`config.mk`:
```
export PLATFORM = sky130hd
export DESIGN_NAME = ssd_anchor_box_decoder_core
export DESIGN_NICKNAME = d
export VERILOG_FILES = /design/src/rtl/ssdab_pkg.sv /design/src/rtl/ssdab_axis.sv /design/src/rtl/ssd_anchor_box_decoder_core.sv
export SDC_FILE = /design/constraint.sdc
export NUM_CORES = 2
export LEC_CHECK = 0
export BUFFER_PORTS_ARGS = -buffer_cell sky130_fd_sc_hd__buf_2
export CAP_MARGIN = 20
export CORE_ASPECT_RATIO = 1.75
export CORE_MARGIN = 1.5
export CORE_UTILIZATION = 38
export DETAILED_ROUTE_END_ITERATION = 10
export PLACE_DENSITY = 0.52
export SYNTH_ARGS = -nofsm -noshare
export SYNTH_HDL_FRONTEND = slang
export SYNTH_SLANG_ARGS = --single-unit
```
`constraint.sdc`:
```
create_clock -name clk -period 28.6 [get_ports clk]
set_input_delay 2.86 -clock clk [delete_from_list [all_inputs] [get_ports clk]]
set_output_delay 2.86 -clock clk [all_outputs]
set_load 0.1 [all_outputs]
```
`src/rtl/ssdab_pkg.sv`:
```
// ----------------------------------------------------------------------------
// ssdab_pkg
// Shared constants, types and small helpers for the anchor box decoder.
// ----------------------------------------------------------------------------
package ssdab_pkg;

  localparam int ANCHORS_PER_FRAME = 3584;
  localparam logic [2:0] LAST_LAYER = 3'd5;
  localparam logic [12:0] MAX_FRAME = 13'd4096;

  // configuration register indexes
  localparam logic [1:0] REG_FRAME_WIDTH     = 2'd0;
  localparam logic [1:0] REG_FRAME_HEIGHT    = 2'd1;
  localparam logic [1:0] REG_LOGIT_THRESHOLD = 2'd2;

  // per-axis operands handed to the axis datapath
  typedef struct packed {
    logic signed [15:0] offset;
    logic signed [15:0] size;
    logic [4:0]         grid_pos;
    logic [2:0]         grid_log;
    logic [12:0]        frame;
  } axis_in_t;

  // log2 of the grid side for a layer (strides 8, 16, then 32 on a 256 grid)
  function automatic logic [2:0] grid_log(input logic [2:0] layer);
    logic [2:0] r;
    case (layer)
      3'd0:    r = 3'd5;
      3'd1:    r = 3'd4;
      default: r = 3'd3;
    endcase
    return r;
  endfunction

  // anchors per cell for a layer
  function automatic logic [2:0] slot_count(input logic [2:0] layer);
    logic [2:0] r;
    case (layer)
      3'd0, 3'd1: r = 3'd2;
      default:    r = 3'd6;
    endcase
    return r;
  endfunction

  function automatic logic [12:0] clamp_frame(input logic [12:0] f);
    return (f > MAX_FRAME) ? MAX_FRAME : f;
  endfunction

endpackage

```
`src/rtl/ssdab_axis.sv`:
```
// ----------------------------------------------------------------------------
// ssdab_axis
// One axis of the box decode: expand, scale to the frame, clip to frame.
// ----------------------------------------------------------------------------
module ssdab_axis (
  input  ssdab_pkg::axis_in_t axis_in,
  output logic [11:0]         lo,
  output logic [12:0]         len,
  output logic                ok
);

  logic signed [18:0] size_x;
  logic signed [18:0] size7;
  logic signed [13:0] frame_s;
  logic signed [25:0] off_sh;
  logic signed [25:0] base;
  logic signed [25:0] size_sh;
  logic signed [25:0] num;
  logic signed [32:0] ext_prod;
  logic signed [39:0] start_prod;

  logic signed [32:0] ext_adj;
  logic [4:0]         start_sh;
  logic signed [39:0] start_mask;
  logic signed [39:0] start_adj;
  logic signed [39:0] start_full;
  logic signed [23:0] ext24;
  logic signed [23:0] start24;
  logic signed [23:0] frame24;
  logic signed [23:0] a;
  logic signed [23:0] b;
  logic signed [23:0] b_clip;
  logic signed [23:0] span;

  // edge numerator: 4*d*g + 8192*(2*cell+1) - 7*size*g, g a power of two;
  // divide by powers of two, truncating toward zero, then clip to [0, frame)
  always_comb begin
    size_x     = 19'(axis_in.size);
    size7      = (size_x <<< 3) - size_x;
    frame_s    = signed'({1'b0, axis_in.frame});
    off_sh     = 26'(axis_in.offset) <<< (axis_in.grid_log + 3'd2);
    base       = signed'(26'({axis_in.grid_pos, 1'b1, 13'b0}));
    size_sh    = 26'(size7) <<< axis_in.grid_log;
    num        = off_sh + base - size_sh;
    ext_prod   = 33'(size7) * 33'(frame_s);
    start_prod = 40'(num) * 40'(frame_s);

    ext_adj    = ext_prod + (ext_prod[32] ? 33'sd8191 : 33'sd0);
    start_sh   = 5'(axis_in.grid_log) + 5'd14;
    start_mask = (40'sd1 <<< start_sh) - 40'sd1;
    start_adj  = start_prod + (start_prod[39] ? start_mask : 40'sd0);
    start_full = start_adj >>> start_sh;
    ext24      = 24'(signed'(ext_adj[32:13]));
    start24    = 24'(signed'(start_full[22:0]));
    frame24    = signed'(24'(axis_in.frame));
    a          = start24[23] ? 24'sd0 : start24;
    b          = start24 + ext24;
    b_clip     = (b > frame24) ? frame24 : b;
    span       = b_clip - a;
    ok         = (ext24 > 24'sd0) && (b_clip > a);
    lo         = a[11:0];
    len        = span[12:0];
  end

endmodule

```
`src/rtl/ssd_anchor_box_decoder_core.sv`:
```
// ----------------------------------------------------------------------------
// ssd_anchor_box_decoder_core
// Decodes one detector word per anchor into a clipped frame-pixel box.
// ----------------------------------------------------------------------------
// Usage:
//   Input channel (in_valid/in_ready) carries one anchor word: frame_start,
//   anchor_score and four box offsets (x/y in Q4.12). Anchor positions come from internal
//   counters; frame_start restarts them so that word is anchor zero.
//   Output channel (out_valid/out_ready) carries a box only for anchors whose
//   score is above logit_threshold and whose clipped box is non-empty; other
//   anchors give no word.
//   Configuration: cfg_write with cfg_index/cfg_data; write only while no word
//   is in flight.
//   Pipeline: an accepted word enters the input register, then its box the result
//   register. One word is accepted every cycle unless both registers hold a word;
//   the decode sits in one pass between the two registers.
//   When the receiver stalls, both registers hold their word; a bubble still
//   closes up, so in_ready falls only once both are full.
//   Reset clears the counters and valids, frame size to 640x480 and the
//   threshold to zero.
// ----------------------------------------------------------------------------
module ssd_anchor_box_decoder_core (
  input  logic               clk,
  input  logic               rst,
  input  logic               cfg_write,
  input  logic [1:0]         cfg_index,
  input  logic [15:0]        cfg_data,
  input  logic               in_valid,
  output logic               in_ready,
  input  logic               frame_start,
  input  logic signed [15:0] anchor_score,
  input  logic signed [15:0] offset_x,
  input  logic signed [15:0] offset_y,
  input  logic signed [15:0] size_w,
  input  logic signed [15:0] size_h,
  output logic               out_valid,
  input  logic               out_ready,
  output logic [11:0]        anchor_index,
  output logic [11:0]        box_left,
  output logic [11:0]        box_top,
  output logic [12:0]        box_width,
  output logic [12:0]        box_height,
  output logic signed [15:0] score_logit
);

  logic [12:0]        frame_width;
  logic [12:0]        frame_height;
  logic signed [15:0] logit_threshold;

  logic [11:0] anchor_count;
  logic [2:0]  layer_index;
  logic [4:0]  cell_row;
  logic [4:0]  cell_col;
  logic [2:0]  slot_index;

  logic [11:0] anchor_count_next;
  logic [2:0]  layer_index_next;
  logic [4:0]  cell_row_next;
  logic [4:0]  cell_col_next;
  logic [2:0]  slot_index_next;

  logic [11:0] cur_count;
  logic [2:0]  cur_layer;
  logic [4:0]  cur_row;
  logic [4:0]  cur_col;
  logic [2:0]  cur_slot;
  logic [5:0]  grid_side;
  logic [3:0]  slot_inc;
  logic [5:0]  col_inc;
  logic [5:0]  row_inc;
  logic [12:0] count_inc;

  logic en1, en2;
  logic accept;

  logic               s1_valid;
  logic signed [15:0] s1_score;
  logic signed [15:0] s1_dx;
  logic signed [15:0] s1_dy;
  logic signed [15:0] s1_dw;
  logic signed [15:0] s1_dh;
  logic [4:0]         s1_col;
  logic [4:0]         s1_row;
  logic [2:0]         s1_glog;
  logic [11:0]        s1_idx;

  ssdab_pkg::axis_in_t x_in, y_in;
  logic [11:0] x_lo, y_lo;
  logic [12:0] x_len, y_len;
  logic        x_ok, y_ok;

  // each register advances when its successor has room
  assign en2      = !out_valid || out_ready;
  assign en1      = !s1_valid || en2;
  assign in_ready = en1;
  assign accept   = in_valid && en1;

  always_ff @(posedge clk) begin
    if (rst) begin
      frame_width     <= 13'd640;
      frame_height    <= 13'd480;
      logit_threshold <= 16'sd0;
    end else if (cfg_write) begin
      case (cfg_index)
        ssdab_pkg::REG_FRAME_WIDTH:     frame_width     <= cfg_data[12:0];
        ssdab_pkg::REG_FRAME_HEIGHT:    frame_height    <= cfg_data[12:0];
        ssdab_pkg::REG_LOGIT_THRESHOLD: logit_threshold <= signed'(cfg_data);
        default: ;
      endcase
    end
  end

  // anchor walk: slot, column, row, layer; wrap all at end of frame
  always_comb begin
    cur_count = frame_start ? 12'd0 : anchor_count;
    cur_layer = frame_start ? 3'd0  : layer_index;
    cur_row   = frame_start ? 5'd0  : cell_row;
    cur_col   = frame_start ? 5'd0  : cell_col;
    cur_slot  = frame_start ? 3'd0  : slot_index;

    grid_side = 6'd1 << ssdab_pkg::grid_log(cur_layer);
    slot_inc  = {1'b0, cur_slot} + 4'd1;
    col_inc   = {1'b0, cur_col} + 6'd1;
    row_inc   = {1'b0, cur_row} + 6'd1;
    count_inc = {1'b0, cur_count} + 13'd1;

    slot_index_next  = slot_inc[2:0];
    cell_col_next    = cur_col;
    cell_row_next    = cur_row;
    layer_index_next = cur_layer;
    if (slot_inc >= {1'b0, ssdab_pkg::slot_count(cur_layer)}) begin
      slot_index_next = 3'd0;
      cell_col_next   = col_inc[4:0];
      if (col_inc >= grid_side) begin
        cell_col_next = 5'd0;
        cell_row_next = row_inc[4:0];
        if (row_inc >= grid_side) begin
          cell_row_next    = 5'd0;
          layer_index_next = (cur_layer == ssdab_pkg::LAST_LAYER) ? 3'd0
                                                                  : cur_layer + 3'd1;
        end
      end
    end
    anchor_count_next = count_inc[11:0];
    if (count_inc >= 13'(ssdab_pkg::ANCHORS_PER_FRAME)) begin
      anchor_count_next = 12'd0;
      layer_index_next  = 3'd0;
      cell_row_next     = 5'd0;
      cell_col_next     = 5'd0;
      slot_index_next   = 3'd0;
    end
  end

  always_ff @(posedge clk) begin
    if (rst) begin
      anchor_count <= 12'd0;
      layer_index  <= 3'd0;
      cell_row     <= 5'd0;
      cell_col     <= 5'd0;
      slot_index   <= 3'd0;
    end else if (accept) begin
      anchor_count <= anchor_count_next;
      layer_index  <= layer_index_next;
      cell_row     <= cell_row_next;
      cell_col     <= cell_col_next;
      slot_index   <= slot_index_next;
    end
  end

  // input register
  always_ff @(posedge clk) begin
    if (rst) begin
      s1_valid <= 1'b0;
    end else if (en1) begin
      s1_valid <= in_valid;
    end
  end

  always_ff @(posedge clk) begin
    if (accept) begin
      s1_score <= anchor_score;
      s1_dx    <= offset_x;
      s1_dy    <= offset_y;
      s1_dw    <= size_w;
      s1_dh    <= size_h;
      s1_col   <= cur_col;
      s1_row   <= cur_row;
      s1_glog  <= ssdab_pkg::grid_log(cur_layer);
      s1_idx   <= cur_count;
    end
  end

  always_comb begin
    x_in.offset   = s1_dx;
    x_in.size     = s1_dw;
    x_in.grid_pos = s1_col;
    x_in.grid_log = s1_glog;
    x_in.frame    = ssdab_pkg::clamp_frame(frame_width);
    y_in.offset   = s1_dy;
    y_in.size     = s1_dh;
    y_in.grid_pos = s1_row;
    y_in.grid_log = s1_glog;
    y_in.frame    = ssdab_pkg::clamp_frame(frame_height);
  end

  ssdab_axis u_axis_x (
    .axis_in (x_in),
    .lo      (x_lo),
    .len     (x_len),
    .ok      (x_ok)
  );

  ssdab_axis u_axis_y (
    .axis_in (y_in),
    .lo      (y_lo),
    .len     (y_len),
    .ok      (y_ok)
  );

  // result register: drop anchors at or below threshold or with an empty box
  always_ff @(posedge clk) begin
    if (rst) begin
      out_valid <= 1'b0;
    end else if (en2) begin
      out_valid <= s1_valid && (s1_score > logit_threshold) && x_ok && y_ok;
    end
  end

  always_ff @(posedge clk) begin
    if (en2) begin
      anchor_index <= s1_idx;
      box_left     <= x_lo;
      box_top      <= y_lo;
      box_width    <= x_len;
      box_height   <= y_len;
      score_logit  <= s1_score;
    end
  end

endmodule

```
After elaboration in Yosys (flattened, before gate mapping)

Index checks and enable logic that the tools add are counted.

$add $sub $neg: 22
Reduce and logical (&&, ||, !) cells: 16
Mux-type cells: 32
Shifts and indexed selects: 8
Magnitude comparators: 13
Eq/ne operators: 4
Multipliers: 4

Operators with widths:

| kind                                                                              | number |
|---|---|
| 40-bit adder                                                                      | 2 |
| 26-bit by 14-bit multiplier with 40-bit output                                    | 2 |
| 40-bit two-way mux                                                                | 2 |
| 40-bit by 5-bit >>> shifter with 23-bit output                                    | 2 |
| 33-bit by 14-bit adder with 33-bit output                                         | 2 |
| 19-bit by 14-bit multiplier with 33-bit output                                    | 2 |
| 26-bit by 20-bit adder with 26-bit output                                         | 2 |
| 13-bit two-way mux                                                                | 4 |
| 16-bit by 3-bit <<< shifter with 26-bit output                                    | 2 |
| 19-bit by 3-bit <<< shifter with 26-bit output                                    | 2 |
| 26-bit subtractor                                                                 | 2 |
| 23-bit by 20-bit adder with 24-bit output                                         | 2 |
| 24-bit by 14-bit greater-than comparator with 1-bit output                        | 2 |
| 24-bit by 23-bit greater-than comparator with 1-bit output                        | 2 |
| 24-bit two-way mux                                                                | 2 |
| 5-bit two-way mux                                                                 | 9 |
| 22-bit two-way mux                                                                | 2 |
| 20-bit by 1-bit greater-than comparator with 1-bit output (second input constant) | 2 |
| 2-bit by 5-bit <<< shifter with 40-bit output (first input constant)              | 1 |
| 40-bit by 2-bit subtractor with 40-bit output (second input constant)             | 1 |
| 19-bit by 16-bit subtractor with 19-bit output                                    | 2 |
| 3-bit two-way mux                                                                 | 10 |
| 13-bit greater-than comparator (second input constant)                            | 2 |
| 13-bit subtractor                                                                 | 2 |
| 24 further kinds                                                                  | 36 |

Flip-flop bits (word level): 255
Input bits: 104
Logic and storage cells: 124

Longest topological paths before layout

Depth after elaboration: 15
Depth in mapped cells: 114
Gate-level depth less buffers: 110

Hierarchy

From an unflattened synthesis, not the netlist that was laid out.

Cells, all modules: 8479
Area, all modules: 73262.8 um^2

Modules (own cells, without submodules):

| module                      | instances | area an instance (um^2) | sequential area each (um^2) | cells an instance |
|---|---|---|---|---|
| ssdab_axis at u_axis_x      | 1         | 32069.5                 | 0.0                         | 3888 |
| ssdab_axis at u_axis_y      | 1         | 31362.6                 | 0.0                         | 3853 |
| ssd_anchor_box_decoder_core | 1         | 9830.7                  | 6936.7                      | 738 |

Least setup slack after synthesis

No wires, ideal clock.

Kind: register to register
From: reg s1_glog[1]
To: reg out_valid
Path slack: 5.786 ns
Cell stages (with the launch flop): 104
Arrival: 22.571 ns
Path buffers: 12
Data required time: 28.357 ns
Cell sequence: edfxtp_1 > clkbuf_1 > clkinv_1 > buf_1 > buf_1 > clkbuf_1 > buf_1 > ha_1 > clkbuf_1 > inv_2 > clkbuf_1 > buf_1 > clkbuf_1 > nand2_1 > nor2_1 > ha_1 > ha_1 > a21o_1 > (+68 left out) > ha_1 > inv_1 > fa_1 > a21o_1 > a21oi_1 > o21bai_1 > a21oi_1 > o21bai_1 > a21oi_1 > o21bai_1 > a21oi_1 > o21ai_0 > and3_1 > a211oi_1 > or4_1 > nor3b_1 > nand3_1 > o32ai_1

Word-level cells in the longest chain between the ends: 15
Elaborated cells on any way between the ends: 34

RTL lines:

| item                                                       | RTL line                           | RTL |
|---|---|---|
| start: declaration                                         | ssd_anchor_box_decoder_core.sv:84  | `logic [2:0] s1_glog;` |
| start signal: assignment                                   | ssd_anchor_box_decoder_core.sv:188 | `s1_glog <= ssdab_pkg::grid_log(cur_layer);` |
| 3-bit by 2-bit adder with 3-bit output                     | ssdab_axis.sv:41                   | `off_sh = 26'(axis_in.offset) <<< (axis_in.grid_log + 3'd2);` |
| 16-bit by 3-bit <<< shifter with 26-bit output             | ssdab_axis.sv:41                   |  |
| 26-bit by 20-bit adder with 26-bit output                  | ssdab_axis.sv:44                   | `num = off_sh + base - size_sh;` |
| 26-bit subtractor                                          | ssdab_axis.sv:44                   |  |
| 26-bit by 14-bit multiplier with 40-bit output             | ssdab_axis.sv:46                   | `start_prod = 40'(num) * 40'(frame_s);` |
| 40-bit two-way mux                                         | ssdab_axis.sv:51                   | `start_adj = start_prod + (start_prod[39] ? start_mask : 40'sd0);` |
| 40-bit adder                                               | ssdab_axis.sv:51                   |  |
| 40-bit by 5-bit >>> shifter with 23-bit output             | ssdab_axis.sv:52                   | `start_full = start_adj >>> start_sh;` |
| 23-bit by 20-bit adder with 24-bit output                  | ssdab_axis.sv:57                   | `b = start24 + ext24;` |
| 24-bit by 14-bit greater-than comparator with 1-bit output | ssdab_axis.sv:58                   | `b_clip = (b > frame24) ? frame24 : b;` |
| 24-bit two-way mux                                         | ssdab_axis.sv:58                   |  |
| 24-bit by 23-bit greater-than comparator with 1-bit output | ssdab_axis.sv:60                   | `ok = (ext24 > 24'sd0) && (b_clip > a);` |
| 1-bit logical AND                                          | ssdab_axis.sv:60                   |  |
| 1-bit logical AND                                          | ssd_anchor_box_decoder_core.sv:225 | `out_valid <= s1_valid && (s1_score > logit_threshold) && x_ok && y_ok;` |
| 1-bit logical AND (*)                                      | ssd_anchor_box_decoder_core.sv:225 |  |
| end signal: assignment                                     | ssd_anchor_box_decoder_core.sv:225 |  |
| end: declaration                                           | ssd_anchor_box_decoder_core.sv:36  | `output logic out_valid,` |

Mark *: on every way between the ends. The rest lies on a longest branch, timed or not.
A chain may end at the register's enable or synchronous reset.

Worst setup path in the final report

From: reg s1_dh[0]
To: reg out_valid

Word-level cells in the longest chain between the ends: 13
Elaborated cells on any way between the ends: 18

RTL lines:

| item                                                       | RTL line                           | RTL |
|---|---|---|
| start: declaration                                         | ssd_anchor_box_decoder_core.sv:81  | `logic signed [15:0] s1_dh;` |
| start signal: assignment                                   | ssd_anchor_box_decoder_core.sv:185 | `s1_dh <= size_h;` |
| 19-bit by 16-bit subtractor with 19-bit output (*)         | ssdab_axis.sv:39                   | `size7 = (size_x <<< 3) - size_x;` |
| 19-bit by 3-bit <<< shifter with 26-bit output             | ssdab_axis.sv:43                   | `size_sh = 26'(size7) <<< axis_in.grid_log;` |
| 26-bit subtractor                                          | ssdab_axis.sv:44                   |  |
| 26-bit by 14-bit multiplier with 40-bit output             | ssdab_axis.sv:46                   |  |
| 40-bit two-way mux                                         | ssdab_axis.sv:51                   |  |
| 40-bit adder                                               | ssdab_axis.sv:51                   |  |
| 40-bit by 5-bit >>> shifter with 23-bit output             | ssdab_axis.sv:52                   |  |
| 23-bit by 20-bit adder with 24-bit output                  | ssdab_axis.sv:57                   |  |
| 24-bit by 14-bit greater-than comparator with 1-bit output | ssdab_axis.sv:58                   |  |
| 24-bit two-way mux                                         | ssdab_axis.sv:58                   |  |
| 24-bit by 23-bit greater-than comparator with 1-bit output | ssdab_axis.sv:60                   |  |
| 1-bit logical AND (*)                                      | ssdab_axis.sv:60                   |  |
| 1-bit logical AND (*)                                      | ssd_anchor_box_decoder_core.sv:225 |  |

Marks and branches as above.

==> impl_results.md <==
- Die width: 331.5 um
- Core Footprint: 187,300 um^2
- Port buffer count: 183
- P&R area growth vs syn: 7.300%
- Crit path kind: reg2reg
- Dominant cell type by area after synthesis: fa_1
- Iteration count of the initial detailed-routing pass: 6
- GRT Residual Overflow: 0
- Clk buf depth: 3
- Slowest stage cell, crit path: fa_1
- Endpoint class of the critical path: flop
- Min cycle time layout: 25,480 ps
- DRC: 0
- Die area: 191,600 um^2
- CTS tree: yes
- Cell Area, Synth: 71,770 um^2
- Type of the tightest min-delay check: reg2reg
- Crit path DAT: 25,910 ps
- Synth top area cells: fa_1 (31%), ha_1 (13%), inv_1 (7.7%)
- Critical Path RT: 29,030 ps
- Routing usage on met2: 51.68%
- Top_reg_cell synth: edfxtp_1
- Min Hold Slack: 417.6 ps
- Final Cycle Share: 89.08%
- Setup TNS: 0 ps
- RSZ-0062 raised after global routing: no
- Most numerous cell in the Yosys netlist: inv_1
- Max_slew headroom: 14.32%
- Sequential-to-total area share from yosys stat: 9.665%
- Layout fillers: 19.09k
- Initial DRC Count: 3,656
- Slew @ Worst Pin: 1276 ps
- Syn. warnings: 0
- CTS buffer count: 36
- GPL Wtd Cong: 0.9571
- Initial antenna violation count: 12
- Post-synth top area share: 30.96%
- Ports: 184
- H-tree levels: 2
- Mean Syn Cell Area: 8.394 um^2
- Drt wl/cell: 23.55 um
- R2r setup slk: 3120 ps
- CTS Sinks: 255
- Post-route insts no fill: 11.09k
- Fin nets: 10.55k
- Asr flop ratio synth: 0%
- Worst r2r dst: out_valid
- Largest net degree at the start of global routing: 133
- Number of routed nets with antenna violations: 0
- Achievable Freq: 39.25 MHz
- Worst Hold Depth: 0
- Hold Crit Endpoint: anchor_index[8]
- Post-synth cell types: 105
- Hold_buf cts: 0
- Mapped Cells: 8,550
- Vias: 60.35k
- Crit-path most repeated cell: o21ai_0
- Synth Register Bits: 255
- Worst r2r src: s1_dh[0]
- Worst-path fanout max: 27
- CP max stage delay: 900 ps
- Reg2reg path depth: 100
- DP HPWL: 218.7 mm
- Final hold vios: 0
- Die height: 577.9 um
- WL final: 261.0 mm
- GRT Resource Usage Total: 26.96%
- Number of synthesized flops with an enable pin: 183
- Via density: 5.444
- Initial Util: 38.31%
- Clock slew at reported path FFs: 60 ps
- Total setup buffers inserted after CTS: 0
- # placed instances: 11.01k
- Final Skew: 33.26 ps
- Vias in the first global route: 63.56k
- Max-slew violation count: 0
- Hold_sp: s1_idx[8]
- Met1 GRT Util: 27.93%
- GR met3 Demand/Resource: 2.013%
- First-pass GRT wire length: 388.6 mm
- Max Cap Violations: 0
- Layout cell share with drive strength beyond 1: 6.586%
- Post-CTS sizing: 0
- Final setup viols: 0
- Busiest grt layer: met2
- Critical path startpoint category: flop
- Worst-Skew Late Latency: 600 ps
- Synth top cells by count: inv_1 (1,477), fa_1 (1,110), nand2_1 (969), nor2_1 (911), ha_1 (722)
- Status: finished, final reports clean
- Root buffer cell: clkbuf_16
- Row count: 210
[worst max-delay path, delay by kind of cell (launching register included)]
kind | cells | cell delay [ps]
buffers and inverters | 9 | 1070
XOR/XNOR | 2 | 320
adder cells (fa/ha/maj) | 15 | 6580
multiplexers | 3 | 920
AND/OR/NAND/NOR | 18 | 3230
flip-flops | 1 | 550
AO/OA/AOI/OAI | 53 | 12570
[flip-flops by register name, summed over array words and instances, names as in the netlist, 5 cells and up]
signal / count
anchor_count: 12
logit_threshold: 16
s1_col: 5
frame_width: 13
s1_dh: 16
score_logit: 16
frame_height: 13
cell_row: 5
box_left: 12
s1_dw: 16
box_height: 13
cell_col: 5
s1_dy: 16
s1_row: 5
s1_idx: 12
s1_score: 16
box_width: 13
s1_dx: 16
box_top: 12
anchor_index: 12
[stage by stage]
step	instance area [um^2]	worst slack, ps	utilization, %
floorplan	71850	5786	-
global placement	75830	3777	40.48
detailed placement	75830	3327	40.48
CTS	76990	3243	41.09
global route	77000	1037	41.10
finish	77010	3124	41.11
[cell type report]
type | count | area [um^2] | area share (%)
Tap cell | 2438 | 3050 | 3.961
Multi-Input combinational cell | 6512 | 58290 | 75.69
Clock inverter | 22 | 186.4 | 0.2421
Timing Repair Buffer | 321 | 1964 | 2.551
Inverter | 1487 | 5589 | 7.258
Clock buffer | 43 | 969.7 | 1.259
Antenna cell | 8 | 20.02 | 0.02600
Sequential cell | 255 | 6938 | 9.009
[routing by layer]
| metal | share of wire [%] | wire length, um |
|---|---|---|
| met1 | 35 | 92570 |
| met2 | 53 | 139600 |
| met4 | 7.9 | 20530 |
| met3 | 3.2 | 8286 |
| met5 | 0.011 | 30 |
[worst max-delay path by stage]
stage / startpoint / endpoint / slack, ps / cells after the start
finish: s1_dh[0] / out_valid / 3120 / 100
detailed placement: s1_dw[0] / out_valid / 3330 / 98
global route: s1_dh[0] / out_valid / 1040 / 102
global placement: s1_dh[0] / out_valid / 3780 / 100
CTS: s1_dh[0] / out_valid / 3240 / 100
floorplan: s1_glog[1] / out_valid / 5790 / 103
[cell usage in the layout, fill, tap and decap left out, types with 47 or more instances in the layout]
cell / count
o21a_1: 62
o21bai_1: 69
nand3_1: 101
ha_1: 720
nand4_1: 65
nor3_1: 110
dfxtp_1: 71
nor2b_1: 84
mux2_2: 74
nand2b_1: 65
a21o_1: 187
buf_2: 183
a211oi_1: 47
fa_1: 1110
mux2i_1: 123
xor2_1: 155
inv_1: 1473
buf_4: 137
edfxtp_1: 183
nor2_1: 911
a21oi_1: 440
o21ai_0: 247
xnor2_1: 279
and2_1: 120
nand2_1: 969
[cells by family (layout without fill, tap and decap cells)]
kind of cell	count (synthesis)	in the layout	synth area share, %
mux	213	213	3.366
compound gates	1378	1378	12.38
flops	255	255	9.665
other cells	2	32	0.01046
fa+ha+maj	1833	1833	43.56
buf+inv	1805	1873	9.463
xor+xnor	440	440	5.410
simple gates	2624	2624	16.14
Power is left out: the tool's default activity adds up to more than one toggle a clock period on the data nets, which glitch-free logic cannot reach.
